`config.mk`:
```
export PLATFORM = sky130hd
export DESIGN_NAME = stf_div
export DESIGN_NICKNAME = d
export VERILOG_FILES = /design/src/hw/rtl/scanline_triangle_fill_macros.svh /design/src/hw/rtl/stf_pkg.sv /design/src/hw/rtl/stf_div.sv
export SDC_FILE = /design/constraint.sdc
export NUM_CORES = 1
export LEC_CHECK = 0
export BUFFER_PORTS_ARGS = -buffer_cell sky130_fd_sc_hd__buf_4
export CORE_ASPECT_RATIO = 0.9
export CORE_MARGIN = 2
export CORE_UTILIZATION = 57
export CTS_CLUSTER_DIAMETER = 150
export DETAILED_ROUTE_END_ITERATION = 6
export PLACE_DENSITY = 0.81
export SKIP_CTS_REPAIR_TIMING = 1
export SYNTH_ARGS = -nofsm -noshare
export SYNTH_HDL_FRONTEND = slang
export SYNTH_SLANG_ARGS = --single-unit
```
`constraint.sdc`:
```
create_clock -name clk_i -period 2.9 [get_ports clk_i]
set_input_delay 0 -clock clk_i [delete_from_list [all_inputs] [get_ports clk_i]]
set_output_delay 0 -clock clk_i [all_outputs]
set_load 0.05 [all_outputs]
```
`src/hw/rtl/scanline_triangle_fill_macros.svh`:
```
// assertion macros for the triangle fill block
`ifndef SCANLINE_TRIANGLE_FILL_MACROS_SVH
`define SCANLINE_TRIANGLE_FILL_MACROS_SVH
// property that holds whenever reset is released
`define STF_ASSERT(label, prop, msg) \
  label: assert property (@(posedge clk_i) disable iff (!rst_ni) (prop)) else $error(msg);
// implication whose consequent is checked in the next cycle
`define STF_ASSERT_NEXT(label, pre, post, msg) \
  label: assert property (@(posedge clk_i) disable iff (!rst_ni) (pre) |=> (post)) \
    else $error(msg);
`endif

```
`src/hw/rtl/stf_pkg.sv`:
```
// shared types and constants for the triangle fill block
`timescale 1ns / 1ps
package stf_pkg;
  localparam int unsigned CoordW = 13;
  localparam int unsigned FixW   = 48;
  localparam int unsigned ColorW = 24;
  localparam int unsigned CountW = 17;
  localparam logic [CountW-1:0] CountMax = '1;
  localparam logic CmdDraw = 1'b0;
  localparam logic CmdRead = 1'b1;
  localparam logic KindDraw = 1'b0;
  localparam logic KindRead = 1'b1;
  typedef logic signed [CoordW-1:0] coord_t;
  typedef logic signed [FixW-1:0] fix_t;
endpackage

```
`src/hw/rtl/stf_div.sv`:
```
// iterative signed divider for the 32.16 inverse slopes
`timescale 1ns / 1ps
module stf_div import stf_pkg::*; (
  input  logic        clk_i,
  input  logic        rst_ni,
  input  logic        start_i,
  input  logic signed [CoordW:0] dx_i,
  input  logic signed [CoordW:0] dy_i,
  output logic        done_o,
  output fix_t        quot_o
);
  localparam int unsigned NumW = CoordW + 17;
  localparam int unsigned DenW = CoordW + 1;
  logic [NumW-1:0] num_q, num_d;
  logic [DenW-1:0] rem_q, rem_d;
  logic [DenW-1:0] den_q;
  logic            neg_q, busy_q;
  logic [4:0]      cnt_q;
  logic [DenW:0]   trial;
  logic [DenW-1:0] dx_mag, dy_mag;

  assign dx_mag = dx_i[CoordW] ? DenW'(-dx_i) : DenW'(dx_i);
  assign dy_mag = dy_i[CoordW] ? DenW'(-dy_i) : DenW'(dy_i);
  // restoring step, one quotient bit a cycle
  assign trial = {rem_q, num_q[NumW-1]} - {1'b0, den_q};
  always_comb begin
    rem_d = trial[DenW] ? {rem_q[DenW-2:0], num_q[NumW-1]} : trial[DenW-1:0];
    num_d = {num_q[NumW-2:0], ~trial[DenW]};
  end

  always_ff @(posedge clk_i or negedge rst_ni) begin
    if (!rst_ni) begin
      busy_q <= 1'b0;
      cnt_q  <= '0;
      done_o <= 1'b0;
    end else begin
      done_o <= 1'b0;
      if (start_i) begin
        busy_q <= 1'b1;
        cnt_q  <= 5'(NumW - 1);
      end else if (busy_q) begin
        cnt_q <= cnt_q - 5'd1;
        if (cnt_q == '0) begin
          busy_q <= 1'b0;
          done_o <= 1'b1;
        end
      end
    end
  end

  always_ff @(posedge clk_i) begin
    if (start_i) begin
      num_q <= {dx_mag, 16'h0};
      rem_q <= '0;
      den_q <= dy_mag;
      neg_q <= dx_i[CoordW] ^ dy_i[CoordW];
    end else if (busy_q) begin
      num_q <= num_d;
      rem_q <= rem_d;
    end
  end

  // zero divisor gives zero slope
  assign quot_o = (den_q == '0) ? '0 :
                  neg_q ? -FixW'($signed({1'b0, num_q})) : FixW'($signed({1'b0, num_q}));
endmodule

```
==> impl_results.md <==
* Post-synthesis register bit count at 66
* Post-synth top flop: dfxtp_1
* Cell count after synthesis at between 500 and 600
* 1st-pass router iterations at 5
* IO Port Bufs at a little under 80
* Largest net degree at the start of global routing at 55
* Crit path cell chain: or3_4 -> or4_4 -> or4_4 -> nand2b_4 -> nor2_4 -> nor2_1 -> buf_4
* Synthesized net count at 610
* Full die area at slightly above 9000 um^2
* Slew margin rel. at 39.4%
* Diode count at 0
* Area grow syn2layout at 20.1%
* Max VDD drop at a little under 0.4 mV
* Cell mode on critical path: or4_4
* Static leakage at 2.56 nW
* First-pass GRT wire length at between 15 and 20 mm
* Setup_tns at 0 ps
* PwrDens at 747 nW/um^2
* Reg-to-Reg End: rem_q[8]
* Mapped Area at around 4800 um^2
* Vias at about 4300
* CTS clock-pin slew for the worst setup and hold paths at around 70 ps
* Most frequent cells in the layout: 87 x buf_4, 82 x nor2_1, 64 x nand2_1
* Worst EP required at between 2000 and 3000 ps
* Total wire length at 11.3 mm
* Status: finished clean
* # setup viols final at 0
* Launching point of the worst reg2reg path: num_q[29]
* Total GRT Usage at 24.9%
* Die Wd at 100 um
* Most common cell after layout, fill and taps aside: buf_4
* F_max at between 300 and 400 MHz
* Hold Crit Class: input port to flip-flop
* CP max-delay cell: or4_4
* Initial antenna violation count at 0
* Tot Pwr at 4.27 mW
* Antenna Nets Post-Route at 0
* Final worst-path cycle share at approximately 96%
* Final Hold Viols at 0
* Nature of the critical path startpoint: flip-flop
* Layout cell share with drive strength beyond 1 at 19.9%
* Worst-path fanout max at 8
* Detailed Place HPWL at approximately 8.4 mm
* Clock Sinks at 66
* Worst skew pair latency at ~350 ps
* Setup CP Type: flip-flop to primary output
* Top-Level Pins at 80
* Overflow after GRT at 0
* DR iter-0 viols at between 300 and 400
* CTS tree: yes
* Vias/cell at 5.81
* EDFF count, synth at 29
* Worst hold endpoint: den_q[7]
* Vias in the first global route at slightly below 4000
* RSZ-0062 raised after global routing: no
* Worst Setup End Kind: primary output
* Total CTS buffers at 9
* Clock buffer depth at 2
* Routability Congestion at around 0.96
* Least-Margin Pin Slew at 909 ps
* Hold Crit Depth at 2
* Nets at 694
* Total number of yosys warnings at 0
* CP peak stage delay at 460 ps
* Die Y at around 91 um
* Pins Over Slew Limit at 0
* H-tree depth at 3
* Row cnt at 31
* Seq/Total Area, Yosys at roughly 35%
* Worst Min Path Start: dy_i[7]
* Post-synth cell types at 66
* Drt drc at 0
* Clock root cell: clkbuf_8
* Min Tclk post-route at ~2800 ps
* Max Cap Violations at 0
* Drt wl/cell at ~15 um
* R2R depth at 9
* Worst R2R Setup Slack at between 150 and 200 ps
* Critical Path AT at about 2800 ps
* Syn_area_per_cell at ~8.5 um^2
* Layout Skew at approximately 8.3 ps
* Synth async-reset ratio at about a tenth
* Core area at ~8100 um^2
* Starting Density at between 50 and 60%
[registers in the layout (all words and copies together) (netlist names)]
signal / cells
busy_q: 1
rem_q: 14
den_q: 14
done_o: 1
neg_q: 1
num_q: 30
cnt_q: 5
[where the power goes]
group          total, mW  leakage (nW)  internal (mW)  switching (mW)
Sequential          1.27         0.619           1.11           0.159
Clock              0.680        0.0834          0.307           0.373
Combinational       2.32          1.85          0.830            1.49
[per-layer routing]
metal | part of all wire, % | vias up | global-route usage, %
met2 | 49 | 152 | 43.0
met1 | 43 | 2013 | 31.1
met3 | 6.4 | 12 | 6.19
met4 | 1.4 | 0 | 6.28
li1 | - | 2164 | -
met5 | 0 | - | 0
[worst max-delay path by stage]
stage / from / end / slack (ps)
2_1_floorplan: num_q[29] / rem_q[8] / 290
3_3_place_gp: num_q[29] / rem_q[11] / 230
3_5_place_dp: num_q[29] / rem_q[2] / 100
4_1_cts: num_q[21] / quot_o[31] / 40
5_1_grt: num_q[22] / quot_o[46] / 20
6_report: num_q[22] / quot_o[30] / 120
[layout make-up]
type                       instances  area [um^2]
clock buffer                       9          124
clock inverter                     7         43.8
fill                             619         2350
inverter                          26         97.6
multi-input combinational        439         2890
sequential                        66         1650
tap                               99          124
timing repair buffer             101          793
[Yosys cell counts, drive strengths merged (2+ instances only)]
| cell | number | area [um^2] |
|---|---|---|
| nor2 | 84 | 330 |
| and3 | 2 | 12.5 |
| o21ai | 45 | 225 |
| clkbuf | 18 | 68.8 |
| nor3 | 8 | 40.0 |
| a311oi | 12 | 105 |
| a21o | 4 | 30.0 |
| clkinv | 2 | 7.51 |
| xnor2 | 23 | 201 |
| or4b | 2 | 20.0 |
| nand4 | 4 | 25.0 |
| mux2i | 16 | 160 |
| buf | 9 | 70.1 |
| nand4b | 2 | 17.5 |
| a21oi | 14 | 70.1 |
| or4 | 9 | 76.3 |
| or3 | 11 | 76.3 |
| xor2 | 40 | 350 |
| inv | 24 | 90.1 |
| nand2 | 64 | 240 |
| ha | 19 | 238 |
| dfrtp | 7 | 175 |
| edfxtp | 29 | 871 |
| nor2b | 5 | 41.3 |
| dfxtp | 30 | 601 |
| nand3 | 15 | 80.1 |
| a211oi | 6 | 50.1 |
| o41ai | 7 | 76.3 |
| nor4 | 9 | 68.8 |
| nand2b | 6 | 45.0 |
| o31ai | 16 | 120 |
[metrics by stage]
stage                     instances  cell area [um^2]  hold WS (ps)  utilization, %  setup slack [ps]
after floorplan                 559              4760          -296               -               288
after global placement          715              5380          -185            66.7               234
after detailed placement        715              5380          -183            66.7              98.6
after CTS                       731              5550          -559            68.8              37.3
after global routing            747              5720         -9.58            70.9              18.1
final                           747              5720          2.97            70.9               123
[worst max-delay path, delay by kind of cell, from the launching register on]
family	cells	cell delay (ps)
flip-flops	1	430
AND/OR/NAND/NOR	6	1790
buffers and inverters	1	210
[logic make-up after synthesis]
kind of cell / synth area share, %
AOI/OAI and AO/OA: 16.8
xor gates and xnor gates: 11.6
adders and majority gates: 5.41
buffers and inverters: 5.18
DFF: 34.6
muxes: 3.36
and+or+nand+nor: 23.1
(Power assumes the default switching activity.)
